### src/rtl/core/lpht_pkg.sv
// ----------------------------------------------------------------------------
// lpht_pkg
// Types and constants shared by the hash table core and its key hash unit.
// ----------------------------------------------------------------------------
`default_nettype none

package lpht_pkg;

  // Configuration register indexes
  localparam logic [1:0] CFG_HASH_SEED      = 2'd0;
  localparam logic [1:0] CFG_ENTRIES_IN_USE = 2'd1;
  localparam logic [1:0] CFG_KEY_ROOM       = 2'd2;

  // Operation codes
  localparam logic MODE_INSERT = 1'b0;
  localparam logic MODE_FIND   = 1'b1;

  // Result status codes
  typedef enum logic [2:0] {
    ST_INSERTED  = 3'd0,
    ST_FOUND     = 3'd1,
    ST_TOO_LONG  = 3'd2,
    ST_PRESENT   = 3'd3,
    ST_FULL      = 3'd4,
    ST_NOT_FOUND = 3'd5
  } status_t;

  // MurmurHash3 x86_32 constants
  localparam logic [31:0] MM_C1  = 32'hcc9e2d51;
  localparam logic [31:0] MM_C2  = 32'h1b873593;
  localparam logic [31:0] MM_ADD = 32'he6546b64;
  localparam logic [31:0] MM_F1  = 32'h85ebca6b;
  localparam logic [31:0] MM_F2  = 32'hc2b2ae35;

  // Hash unit sequencer
  typedef enum logic [3:0] {
    H_IDLE,
    H_K1,
    H_K2,
    H_MIX,
    H_F1,
    H_F2,
    H_F3,
    H_DIV,
    H_DONE
  } hash_state_t;

  // Table sequencer
  typedef enum logic [2:0] {
    T_CLEAR,
    T_IDLE,
    T_HASH,
    T_RD,
    T_CMP,
    T_OUT
  } tbl_state_t;

  function automatic logic [31:0] rotl32(input logic [31:0] x, input int r);
    rotl32 = (x << r) | (x >> (32 - r));
  endfunction

endpackage

`default_nettype wire

### src/rtl/core/lpht_hash.sv
// ----------------------------------------------------------------------------
// lpht_hash
// Key hash and home slot: MurmurHash3 x86_32 on one shared multiplier, then
// a restoring remainder by the slot count, one bit per cycle.
// ----------------------------------------------------------------------------
`default_nettype none

module lpht_hash #(
  parameter int NW = 11,
  parameter int AW = 10
) (
  input  wire logic          clk,
  input  wire logic          rst_n,
  input  wire logic          start,
  input  wire logic [63:0]   key,
  input  wire logic [3:0]    len,
  input  wire logic [31:0]   seed,
  input  wire logic [NW-1:0] n,
  output logic               done,
  output logic [AW-1:0]      home
);
  import lpht_pkg::*;

  hash_state_t   state_r, state_nxt;
  logic [31:0]   h_r, h_nxt;
  logic [31:0]   k_r, k_nxt;
  logic [63:0]   key_r, key_nxt;
  logic [3:0]    len_r, len_nxt;
  logic [NW-1:0] n_r, n_nxt;
  logic          blk_r, blk_nxt;
  logic [NW-1:0] rem_r, rem_nxt;
  logic [4:0]    cnt_r, cnt_nxt;

  logic [31:0]   mul_a, mul_b, prod;
  logic [4:0]    len_up;
  logic [3:0]    blk_end;
  logic          two_rounds;
  logic          full_blk;
  logic [NW:0]   rem_sh;

  // shared multiplier, low word only
  assign prod = mul_a * mul_b;

  assign len_up     = {1'b0, len_r} + 5'd3;
  assign two_rounds = (len_up[4:2] == 3'd2);
  assign blk_end    = {1'b0, blk_r, 2'b00} + 4'd4;
  assign full_blk   = (blk_end <= len_r);
  assign rem_sh     = {rem_r, h_r[31]};

  // next state
  always_comb begin
    state_nxt = state_r;
    unique case (state_r)
      H_IDLE: if (start) state_nxt = (len == 4'd0) ? H_F1 : H_K1;
      H_K1:   state_nxt = H_K2;
      H_K2:   state_nxt = H_MIX;
      H_MIX:  state_nxt = (!blk_r && two_rounds) ? H_K1 : H_F1;
      H_F1:   state_nxt = H_F2;
      H_F2:   state_nxt = H_F3;
      H_F3:   state_nxt = H_DIV;
      H_DIV:  if (cnt_r == 5'd31) state_nxt = H_DONE;
      H_DONE: state_nxt = H_IDLE;
      default: state_nxt = H_IDLE;
    endcase
  end

  // datapath
  always_comb begin
    logic [31:0] hx;
    logic [31:0] hr;
    logic [31:0] fx;
    h_nxt   = h_r;
    k_nxt   = k_r;
    key_nxt = key_r;
    len_nxt = len_r;
    n_nxt   = n_r;
    blk_nxt = blk_r;
    rem_nxt = rem_r;
    cnt_nxt = cnt_r;
    mul_a   = '0;
    mul_b   = '0;
    hx      = h_r ^ k_r;
    hr      = rotl32(hx, 13);
    fx      = '0;
    unique case (state_r)
      H_IDLE: begin
        if (start) begin
          h_nxt   = seed;
          key_nxt = key;
          len_nxt = len;
          n_nxt   = n;
          blk_nxt = 1'b0;
        end
      end
      H_K1: begin
        mul_a = blk_r ? key_r[63:32] : key_r[31:0];
        mul_b = MM_C1;
        k_nxt = prod;
      end
      H_K2: begin
        mul_a = rotl32(k_r, 15);
        mul_b = MM_C2;
        k_nxt = prod;
      end
      H_MIX: begin
        // full block rotates and scales, tail block only folds in
        h_nxt   = full_blk ? ((hr << 2) + hr + MM_ADD) : hx;
        blk_nxt = ~blk_r;
      end
      H_F1: begin
        fx    = h_r ^ {28'd0, len_r};
        mul_a = fx ^ (fx >> 16);
        mul_b = MM_F1;
        h_nxt = prod;
      end
      H_F2: begin
        mul_a = h_r ^ (h_r >> 13);
        mul_b = MM_F2;
        h_nxt = prod;
      end
      H_F3: begin
        h_nxt   = h_r ^ (h_r >> 16);
        rem_nxt = '0;
        cnt_nxt = '0;
      end
      H_DIV: begin
        // one remainder bit a cycle, hash shifts out msb first
        if (rem_sh >= {1'b0, n_r}) begin
          rem_nxt = NW'(rem_sh - {1'b0, n_r});
        end else begin
          rem_nxt = rem_sh[NW-1:0];
        end
        h_nxt   = h_r << 1;
        cnt_nxt = cnt_r + 5'd1;
      end
      H_DONE: ;
      default: ;
    endcase
  end

  always_ff @(posedge clk) begin
    if (!rst_n) begin
      state_r <= H_IDLE;
    end else begin
      state_r <= state_nxt;
    end
    h_r   <= h_nxt;
    k_r   <= k_nxt;
    key_r <= key_nxt;
    len_r <= len_nxt;
    n_r   <= n_nxt;
    blk_r <= blk_nxt;
    rem_r <= rem_nxt;
    cnt_r <= cnt_nxt;
  end

  assign done = (state_r == H_DONE);
  assign home = rem_r[AW-1:0];

endmodule

`default_nettype wire

### config.mk
export PLATFORM = sky130hd
export DESIGN_NAME = lpht_hash
export DESIGN_NICKNAME = d
export VERILOG_FILES = /design/src/rtl/core/lpht_pkg.sv /design/src/rtl/core/lpht_hash.sv
export SDC_FILE = /design/constraint.sdc
export NUM_CORES = 1
export LEC_CHECK = 0
export BUFFER_PORTS_ARGS = -buffer_cell sky130_fd_sc_hd__buf_2
export CAP_MARGIN = 15
export CORE_ASPECT_RATIO = 1.2
export CORE_MARGIN = 5
export CORE_UTILIZATION = 39
export DETAILED_ROUTE_END_ITERATION = 8
export SYNTH_ARGS = -nofsm -noshare
export SYNTH_HDL_FRONTEND = slang
export SYNTH_SLANG_ARGS = --single-unit
### constraint.sdc
create_clock -name clk -period 11.05 [get_ports clk]
set_input_delay 2.21 -clock clk [delete_from_list [all_inputs] [get_ports clk]]
set_output_delay 2.21 -clock clk [all_outputs]
set_load 0.01 [all_outputs]
**Word-level counts from Yosys, hierarchy flattened**

Cells that the tools add are included.
W data, S select, Z words.

- $add $sub $neg: 6
- Multiply operators: 1
- Order comparisons: 2
- Equal/unequal tests: 12
- Multiplexer cells: 16
- Bitwise operators: 8
- Reductions and logical operators: 13

Operator list:

| kind | count |
|---|---|
| $pmux W32 S4 | 2 |
| $pmux W32 S5 | 1 |
| $mux W32 | 3 |
| $xor A32 B16 Y32 | 2 |
| $add A32 B32 Y32 | 1 |
| $add A32 B32 Y32 const B | 1 |
| $mul A32 B32 Y32 | 1 |
| $or A32 B13 Y32 | 1 |
| $or A32 B15 Y32 | 1 |
| $pmux W4 S8 | 1 |
| $xor A32 B19 Y32 | 1 |
| $xor A32 B32 Y32 | 1 |
| $xor A32 B4 Y32 | 1 |
| $pmux W11 S2 | 1 |
| $eq A4 B3 Y1 const B | 4 |
| $ge A12 B11 Y1 | 1 |
| $mux W11 | 1 |
| $sub A11 B11 Y11 | 1 |
| $pmux W5 S2 | 1 |
| $eq A4 B2 Y1 const B | 2 |
| $logic_not A4 Y1 | 2 |
| $mux W4 | 2 |
| $reduce_and A2 Y1 | 4 |
| $mux W3 | 2 |
| other kinds (17) | 20 |

- Flip-flop bits (word level): 164
- Logic and storage cells: 67

**Longest topological paths before layout**

Gate-level depths: netlist of run 1.

- Depth in word-level cells: 6
- Depth in mapped cells: 38

**Least setup slack after synthesis of run 1**

No wires, ideal clock.

- Path kind: flip-flop to flip-flop
- From: register blk_r
- To: register h_r[30], data pin
- Arrival: 8.394 ns
- Required time: 10.789 ns
- Setup slack: 2.395 ns
- Stages on the path, launching flop included: 34
- Cell sequence: edfxtp_1 -> buf_2 -> buf_4 -> buf_2 -> buf_1 -> mux2_2 -> nand2_1 -> nand3_1 -> and2_1 -> inv_1 -> fa_1 -> fa_1 -> inv_1 -> fa_1 -> inv_1 -> fa_1 -> inv_1 -> fa_1 -> inv_1 -> fa_1 -> fa_1 -> fa_1 -> inv_1 -> ha_1 -> a21o_1 -> a21o_1 -> a21o_1 -> a21oi_1 -> nand3b_1 -> o211ai_1 -> a211oi_1 -> a211oi_1 -> xnor2_1 -> a221o_1

- Word-level cells in the longest chain between the ends: 4
- Elaborated cells between the ends (all ways): 7
- Those cells by class: add/sub (1); mul (1); order compare (1); mux (4)

RTL lines:

| item | line | RTL |
|---|---|---|
| start, declared | lpht_hash.sv:30 | `logic blk_r, blk_nxt;` |
| start signal, assigned | lpht_hash.sv:152 | `blk_r <= blk_nxt;` |
| $mux W32 | lpht_hash.sv:96 | `mul_a = blk_r ? key_r[63:32] : key_r[31:0];` |
| $pmux W32 S4 | lpht_hash.sv:85 | `unique case (state_r)` |
| $mul A32 B32 Y32 | lpht_hash.sv:42 | `assign prod = mul_a * mul_b;` |
| via prod[30] | lpht_hash.sv:34 | `logic [31:0] mul_a, mul_b, prod;` |
| $pmux W32 S5 | lpht_hash.sv:85 |  |
| via h_nxt[30] | lpht_hash.sv:25 | `logic [31:0] h_r, h_nxt;` |
| end signal, assigned | lpht_hash.sv:147 | `h_r <= h_nxt;` |
| end, declared | lpht_hash.sv:25 |  |

The timed path passes the listed nets, and every way through them passes these cells.
A chain may end at the register's enable or synchronous reset.

**Worst setup path after layout of run 1**

- From: register state_r[2]
- To: register h_r[30], data pin

- Word-level cells in the longest chain between the ends: 4
- Elaborated cells between the ends (all ways): 13
- Those cells by class: mul (1); eq/ne (7); mux (3); reduce/logical (2)

RTL lines:

| item | line | RTL |
|---|---|---|
| start, declared | lpht_hash.sv:24 | `hash_state_t state_r, state_nxt;` |
| start signal, assigned | lpht_hash.sv:145 | `state_r <= state_nxt;` |
| $eq A4 B3 Y1, or another cell as far along | lpht_hash.sv:85 |  |
| $pmux W32 S4 | lpht_hash.sv:85 |  |
| $mul A32 B32 Y32 (*) | lpht_hash.sv:42 |  |
| via prod[30] | lpht_hash.sv:34 |  |
| $pmux W32 S5 (*) | lpht_hash.sv:85 |  |
| via h_nxt[30] | lpht_hash.sv:25 |  |

Mark *: on every way through the listed nets, which the timed path passes. The rest lies on a longest branch.

==> results of run 1 <==
## cell type report
| type | instances | area share (%) |
|---|---|---|
| multi-input combinational | 1727 | 63.7 |
| timing repair buffer | 163 | 3.34 |
| antenna | 3 | 0.0273 |
| sequential | 164 | 17.8 |
| inverter | 681 | 9.31 |
| clock buffer | 17 | 1.55 |
| tap | 832 | 3.79 |
| clock inverter | 14 | 0.514 |
## layer usage
layer / share of wire, % / GRT usage [%]
met5: 0 / 0
met4: 7.4 / 16.3
met3: 5.5 / 3.49
met2: 49 / 47.9
met1: 38 / 32.8
## per-stage QoR
stage	cells	hold slack, ns
2_1_floorplan	2670	0.563
3_3_place_gp	3566	0.583
3_5_place_dp	3566	0.590
4_1_cts	3597	0.603
5_1_grt	3598	0.636
6_report	3601	0.596
## Yosys cell counts (8+ instances only)
library cell / count
inv_1: 680
fa_1: 409
nand2_1: 217
nor2_1: 201
ha_1: 193
edfxtp_1: 160
xnor2_1: 122
a21oi_1: 83
o21ai_0: 81
clkbuf_1: 68
xor2_1: 54
mux2i_1: 36
a21o_1: 33
and2_1: 30
nor3_1: 20
nand2b_1: 17
buf_4: 15
nor2b_1: 15
a221oi_1: 14
mux2_2: 14
a31oi_1: 13
o21a_1: 13
a22oi_1: 12
nand3_1: 12
and3_1: 9
o211ai_1: 9
a21boi_0: 8
a221o_1: 8
## how the worst max path moves through the flow
stage                     from       to  slack [ns]
floorplan                blk_r  h_r[30]        2.39
global placement    state_r[2]  h_r[30]        0.60
detailed placement  state_r[2]  h_r[30]        0.62
CTS                 state_r[2]  h_r[30]        0.59
global route        state_r[1]  h_r[30]        0.15
finish              state_r[2]  h_r[30]        0.44
## sequential cells by signal (all words and copies together), names as in the netlist
register  cells
key_r        64
h_r          32
k_r          32
n_r          11
rem_r        11
cnt_r         5
len_r         4
state_r       4
blk_r         1
## logic make-up (layout without fill, tap and decap cells)
| logic type | Yosys count | in the layout | share of synthesized area (%) |
|---|---|---|---|
| AO/OA/AOI/OAI | 329 | 329 | 8.54 |
| XOR/XNOR | 181 | 181 | 6.50 |
| adder cells (fa/ha/maj) | 602 | 602 | 41.8 |
| buffers and inverters | 779 | 875 | 11.8 |
| flip-flops | 164 | 164 | 19.3 |
| multiplexers | 50 | 50 | 2.04 |
| other | 0 | 3 | 0 |
| AND/OR/NAND/NOR | 565 | 565 | 10.0 |
==> tab_implementation.tex, run 1 <==
\begin{tabular}{lr}
\hline
Metric & Value \\
\hline
\multicolumn{2}{l}{\textbf{Clock tree}} \\
Root Buffer Master & clkbuf\_16 \\
Clock tree from TritonCTS & done \\
Number of hold buffers added after CTS & 0 \\
Clock Tree Buf Depth & 2 \\
CTS Buf Count & 17 \\
Resize count post-CTS & 0 \\
Setup repair bufs after CTS & 0 \\
Clock sinks & 164 \\
H-tree depth & 4 \\
Skew-Pair Late Insertion Delay & 0.47 ns \\
Clock-pin slew on the worst setup and hold paths & 0.07 ns \\
\multicolumn{2}{l}{\textbf{Place}} \\
Number of buffer cells added on primary ports & 124 \\
Weighted congestion at the end of routability-driven global placement & 1.00 \\
Worst slack at placement & 0.620 ns \\
Post-detail-place hpwl & 85000 um \\
Placed Area & 26900 um2 \\
\multicolumn{2}{l}{\textbf{Layout}} \\
Total number of nets in the final design & 3470 \\
Core Util, Final & 42.6\% \\
Sequential cell area & 4890 um2 \\
Design Area, Final & 27500 um2 \\
Combined area of the multi-input logic cells & 17500 um2 \\
Growth of design area from synthesis to finish & 8.36\% \\
Share of post-route cells with drive strength above 1 & 8.50\% \\
Top library cells by usage in the layout, fill and taps aside & 679 x inv\_1, 409 x fa\_1, 217 x nand2\_1 \\
Total of fill cells in the finished design & 6369 \\
Commonest non-fill, non-tap cell in the layout & inv\_1 \\
\multicolumn{2}{l}{\textbf{Floorplan}} \\
Initial core utilization & 39.4\% \\
FP Rows & 102 \\
Core outline area & 64400 um2 \\
Die Area & 70300 um2 \\
Top-level I/O count & 125 \\
Height of the chip & 289 um \\
Horizontal die dimension & 243 um \\
\multicolumn{2}{l}{\textbf{Worst setup path}} \\
Reg2Reg Setup Slack & 0.44 ns \\
Worst EP required & 11.26 ns \\
Path depth of the worst reg2reg path & 30 \\
Number of buffer and inverter instances along the worst setup path & 7 \\
Worst flop-to-flop path startpoint & state\_r[2] \\
Number of cells on the critical path & 30 \\
Endpoint arrival time on the critical path & 10.82 ns \\
Cell with the largest stage delay on the worst path & dfxtp\_1 \\
Cell type with the highest occurrence count on the critical path & fa\_1 \\
Critical Path Max Stage Delay & 0.71 ns \\
Critical path start-end classification & flop to flop \\
Capture instance of the worst register-to-register path & h\_r[30] \\
Max FO, Critical Path & 47 \\
Setup crit end kind & flop \\
Delay-heaviest family, CP & adder cells \\
Critical Path Start Type & flop \\
\multicolumn{2}{l}{\textbf{Drt}} \\
Routed wire length per instance & 26.8 um \\
Total wire length & 96600 um \\
Vias/cell & 5.30 \\
Total DRC errors in the routed layout & 0 \\
Count of TritonRoute iterations in the first routing pass & 6 \\
Count of routing violations after the opening detailed-route iteration & 1678 \\
DRT antenna net count & 0 \\
Via Count & 19069 \\
\multicolumn{2}{l}{\textbf{Hold path}} \\
Hold Path End & cnt\_r[0] \\
Cells on Worst Hold Path & 1 \\
Hold Startpoint & cnt\_r[0] \\
Path class of the lowest-slack min-delay path & flop to flop \\
\multicolumn{2}{l}{\textbf{Synth}} \\
Synthesized net count & 3386 \\
Most area-hungry cell type in the Yosys netlist & fa\_1 \\
Synth area leaders & fa\_1 32\%, edfxtp\_1 19\%, inv\_1 10\% \\
EDFF count, synth & 160 \\
Share of the synthesized area in the top cell type & 32.3\% \\
Area of the mapped netlist & 25400 um2 \\
Dominant synthesized flop cell & edfxtp\_1 \\
Synth async-reset ratio & 0\% \\
Part of the Yosys area used for sequential elements & 19.3\% \\
Post-synthesis average cell area & 9.50 um2 \\
Post-synthesis instance total & 2670 \\
Library cells used by synthesis & 79 \\
Flip-flop and latch count after synthesis & 164 \\
Synthesis warning total & 0 \\
\multicolumn{2}{l}{\textbf{Timing}} \\
Max Clock Freq & 94.2 MHz \\
Number of endpoints failing setup at the final stage & 0 \\
Layout Skew & 0.0254 ns \\
Min setup slack post-route & 0.437 ns \\
Post-layout min period & 10.61 ns \\
Number of hold-slack violations in the final timing report & 0 \\
Unrepaired setup endpoints after global routing & false \\
Actual slew at the worst max-slew pin & 1.25 ns \\
Pins over their slew limit & 0 \\
Final period utilization & 96.0\% \\
Slew Limit Headroom & 15.9\% \\
Total Negative Setup Slacks & 0 ns \\
\multicolumn{2}{l}{\textbf{Global route}} \\
Maximum number of pins on one net before global-route repair & 80 \\
Vias in the first global route & 20677 \\
Number of antenna violations at the first check in global routing & 1 \\
First-pass GRT wire length & 140000 um \\
Leftover overflow at the end of global routing & 0 \\
Global-route usage over all layers & 27.5\% \\
\multicolumn{2}{l}{\textbf{Outcome}} \\
Result of the run & completed \\
\multicolumn{2}{l}{\textbf{Job}} \\
Max capacitance violation total & 0 \\
\hline
\end{tabular}
Power of run 1 is left out: the tool's default activity adds up to more than one toggle a clock period on the data nets, which glitch-free logic cannot reach.
==> run 2, diff against run 1 <==
BUFFER_PORTS_ARGS = unset   (was -buffer_cell sky130_fd_sc_hd__buf_2)
DONT_BUFFER_PORTS = 1   (was unset)
GPL_TIMING_DRIVEN = 0   (was unset)
==> run 2 against run 1 <==
Against the previous run:
- clock skew grew 0.0051 ns
- routed wire length grew 0.79%
- sequential cell count is the same
- die area is the same
- count of clock-buffer cells in the layout is the same
- critical endpoint is now h_r[31]
- first-iteration DRC count grew 4.4%
- non-clock buffer count shrank 62
- largest cell class unchanged
- setup slack lost 0.054 ns
- critical path type unchanged
- sequential share of layout area grew 0.26 points
- fmax shrank 0.50%
- core utilization shrank 0.63 points
==> tab_implementation.tex, run 2 (synthesis gave the netlist of run 1 again) <==
\begin{tabular}{lr}
\hline
Metric & Value \\
\hline
\multicolumn{2}{l}{\textbf{Outcome}} \\
Result of the run & completed (unchanged) \\
\multicolumn{2}{l}{\textbf{Clock tree}} \\
Clock sinks & 164 (unchanged) \\
Number of hold buffers added after CTS & 0 (unchanged) \\
Clock tree from TritonCTS & done (unchanged) \\
Clock-pin slew on the worst setup and hold paths & 0.07 ns (about the same) \\
Skew-Pair Late Insertion Delay & 0.50 ns (was 0.47 ns) \\
Root Buffer Master & clkbuf\_16 (unchanged) \\
CTS Buf Count & 17 (unchanged) \\
Clock Tree Buf Depth & 2 (unchanged) \\
H-tree depth & 4 (unchanged) \\
\multicolumn{2}{l}{\textbf{Timing}} \\
Final period utilization & 96.5\% (was 96.0\%) \\
Unrepaired setup endpoints after global routing & false (unchanged) \\
Number of hold-slack violations in the final timing report & 0 (unchanged) \\
Min setup slack post-route & 0.383 ns (was 0.437 ns) \\
Max Clock Freq & 93.7 MHz (was 94.2 MHz) \\
Layout Skew & 0.0305 ns (was 0.0254 ns) \\
Post-layout min period & 10.67 ns (was 10.61 ns) \\
Actual slew at the worst max-slew pin & 1.20 ns (was 1.25 ns) \\
Slew Limit Headroom & 19.8\% (was 15.9\%) \\
Pins over their slew limit & 0 (unchanged) \\
Number of endpoints failing setup at the final stage & 0 (unchanged) \\
\multicolumn{2}{l}{\textbf{Global route}} \\
Vias in the first global route & 20635 (was 20677) \\
Maximum number of pins on one net before global-route repair & 80 (unchanged) \\
Leftover overflow at the end of global routing & 0 (unchanged) \\
First-pass GRT wire length & 139000 um (was 140000 um) \\
Global-route usage over all layers & 27.5\% (about the same) \\
Number of antenna violations at the first check in global routing & 2 (was 1) \\
\multicolumn{2}{l}{\textbf{Drt}} \\
DRT antenna net count & 0 (unchanged) \\
Routed wire length per instance & 27.5 um (was 26.8 um) \\
Vias/cell & 5.43 (was 5.30) \\
Count of routing violations after the opening detailed-route iteration & 1751 (was 1678) \\
Via Count & 19194 (was 19069) \\
Total DRC errors in the routed layout & 0 (unchanged) \\
Total wire length & 97400 um (was 96600 um) \\
Count of TritonRoute iterations in the first routing pass & 5 (was 6) \\
\multicolumn{2}{l}{\textbf{Layout}} \\
Post-Layout Cell Count & 3538 (was 3601) \\
Most flop-heavy register & key\_r (unchanged) \\
Top library cells by usage in the layout, fill and taps aside & 679 x inv\_1, 409 x fa\_1, 216 x nand2\_1 (was 679 x inv\_1, 409 x fa\_1, 217 x nand2\_1) \\
Max FFs per register & 64 (unchanged) \\
Commonest non-fill, non-tap cell in the layout & inv\_1 (unchanged) \\
Largest registers & key\_r: 64 flops, h\_r: 32 flops, k\_r: 32 flops (unchanged) \\
Growth of design area from synthesis to finish & 6.75\% (was 8.36\%) \\
Total number of nets in the final design & 3408 (was 3470) \\
Share of post-route cells with drive strength above 1 & 3.77\% (was 8.50\%) \\
\multicolumn{2}{l}{\textbf{Worst setup path}} \\
Setup crit end kind & flop (unchanged) \\
Cell with the largest stage delay on the worst path & fa\_1 (was dfxtp\_1) \\
Max FO, Critical Path & 10 (was 47) \\
Endpoint arrival time on the critical path & 10.90 ns (was 10.82 ns) \\
Worst EP required & 11.28 ns (was 11.26 ns) \\
Critical path start-end classification & flop to flop (unchanged) \\
Critical Path Max Stage Delay & 0.69 ns (was 0.71 ns) \\
Cell type with the highest occurrence count on the critical path & fa\_1 (unchanged) \\
Critical Path Start Type & flop (unchanged) \\
\multicolumn{2}{l}{\textbf{Floorplan}} \\
Die Area & 70300 um2 (unchanged) \\
Core outline area & 64400 um2 (unchanged) \\
FP Rows & 102 (unchanged) \\
Horizontal die dimension & 243 um (unchanged) \\
Initial core utilization & 39.4\% (unchanged) \\
Height of the chip & 289 um (unchanged) \\
Top-level I/O count & 125 (unchanged) \\
\multicolumn{2}{l}{\textbf{Job}} \\
Max capacitance violation total & 0 (unchanged) \\
\multicolumn{2}{l}{\textbf{Place}} \\
Number of instances in the placed design & 3505 (was 3566) \\
Worst slack at placement & -0.129 ns (was 0.620 ns) \\
Post-detail-place hpwl & 85600 um (was 85000 um) \\
Number of buffer cells added on primary ports & 0 (was 124) \\
Weighted congestion at the end of routability-driven global placement & 1.03 (was 1.00) \\
\multicolumn{2}{l}{\textbf{Hold path}} \\
Path class of the lowest-slack min-delay path & flop to flop (unchanged) \\
\hline
\end{tabular}
-- run 2: cell types whose count changed in the layout (fill, tap and decap cells not counted), moves of 2 or more --
cell      delta
buf_1        +4
buf_2      -117
buf_4       -21
buf_6        +2
clkbuf_1    +68
clkinv_2     -3
diode_2      -2
-- run 2: critical path: cells and delay by family (launching register included) --
family	cells	cell delay, ns
buffers and inverters	10	2.80
AND/OR/NAND/NOR	6	1.62
flip-flops	1	0.53
adder cells (fa/ha/maj)	9	4.42
XOR/XNOR	1	0.19
AO/OA/AOI/OAI	3	0.80
-- run 2: through the flow --
| stage | hold WS (ns) | cell area [um2] | TNS, ns | utilization, % |
|---|---|---|---|---|
| after global routing | 0.639 | 27100 | 0 | 42.0 |
| final | 0.607 | 27100 | 0 | 42.0 |
| after detailed placement | 0.607 | 26400 | -0.129 | 41.0 |
| after floorplan | 0.563 | 25400 | 0 | - |
| after CTS | 0.616 | 27100 | 0 | 42.0 |
| after global placement | 0.578 | 26400 | 0 | 41.0 |
-- run 2: path summary, 6_finish.rpt --
| kind | to | start | cells past startpoint | slack, ns |
|---|---|---|---|---|
| worst max-delay path | h_r[31] | state_r[2] | 29 | 0.38 |
| worst min-delay path | cnt_r[0] | cnt_r[0] | 1 | 0.61 |
| worst max register to register | h_r[31] | state_r[2] | 29 | 0.38 |
| worst min register to register | cnt_r[0] | cnt_r[0] | 1 | 0.61 |
-- run 2: area by class of cell --
cell class	instances	area, um2
Antenna cell	1	2.50
Timing Repair Buffer	4	41.3
Sequential cell	164	4880
Inverter	681	2560
Fill cell	6389	37400
Clock buffer	17	425
Tap cell	832	1040
Buffer	97	452
Multi-Input combinational cell	1727	17500
Clock inverter	15	176
-- run 2: layer usage --
| layer | share of wire [%] | GRT usage (%) |
|---|---|---|
| met1 | 38 | 32.6 |
| met2 | 48 | 46.9 |
| met3 | 6.2 | 3.90 |
| met4 | 8.4 | 18.1 |
| met5 | 0 | 0 |
-- run 2: timing repair --
item                                    CTS  global route
buffers inserted                          0             1
gates resized for setup                   3             1
pin swaps                                 0             1
endpoints found under the setup margin    1             5
hold endpoints to repair                  0             0
gates cloned                              0             0
Power of run 2 is left out for the same reason.
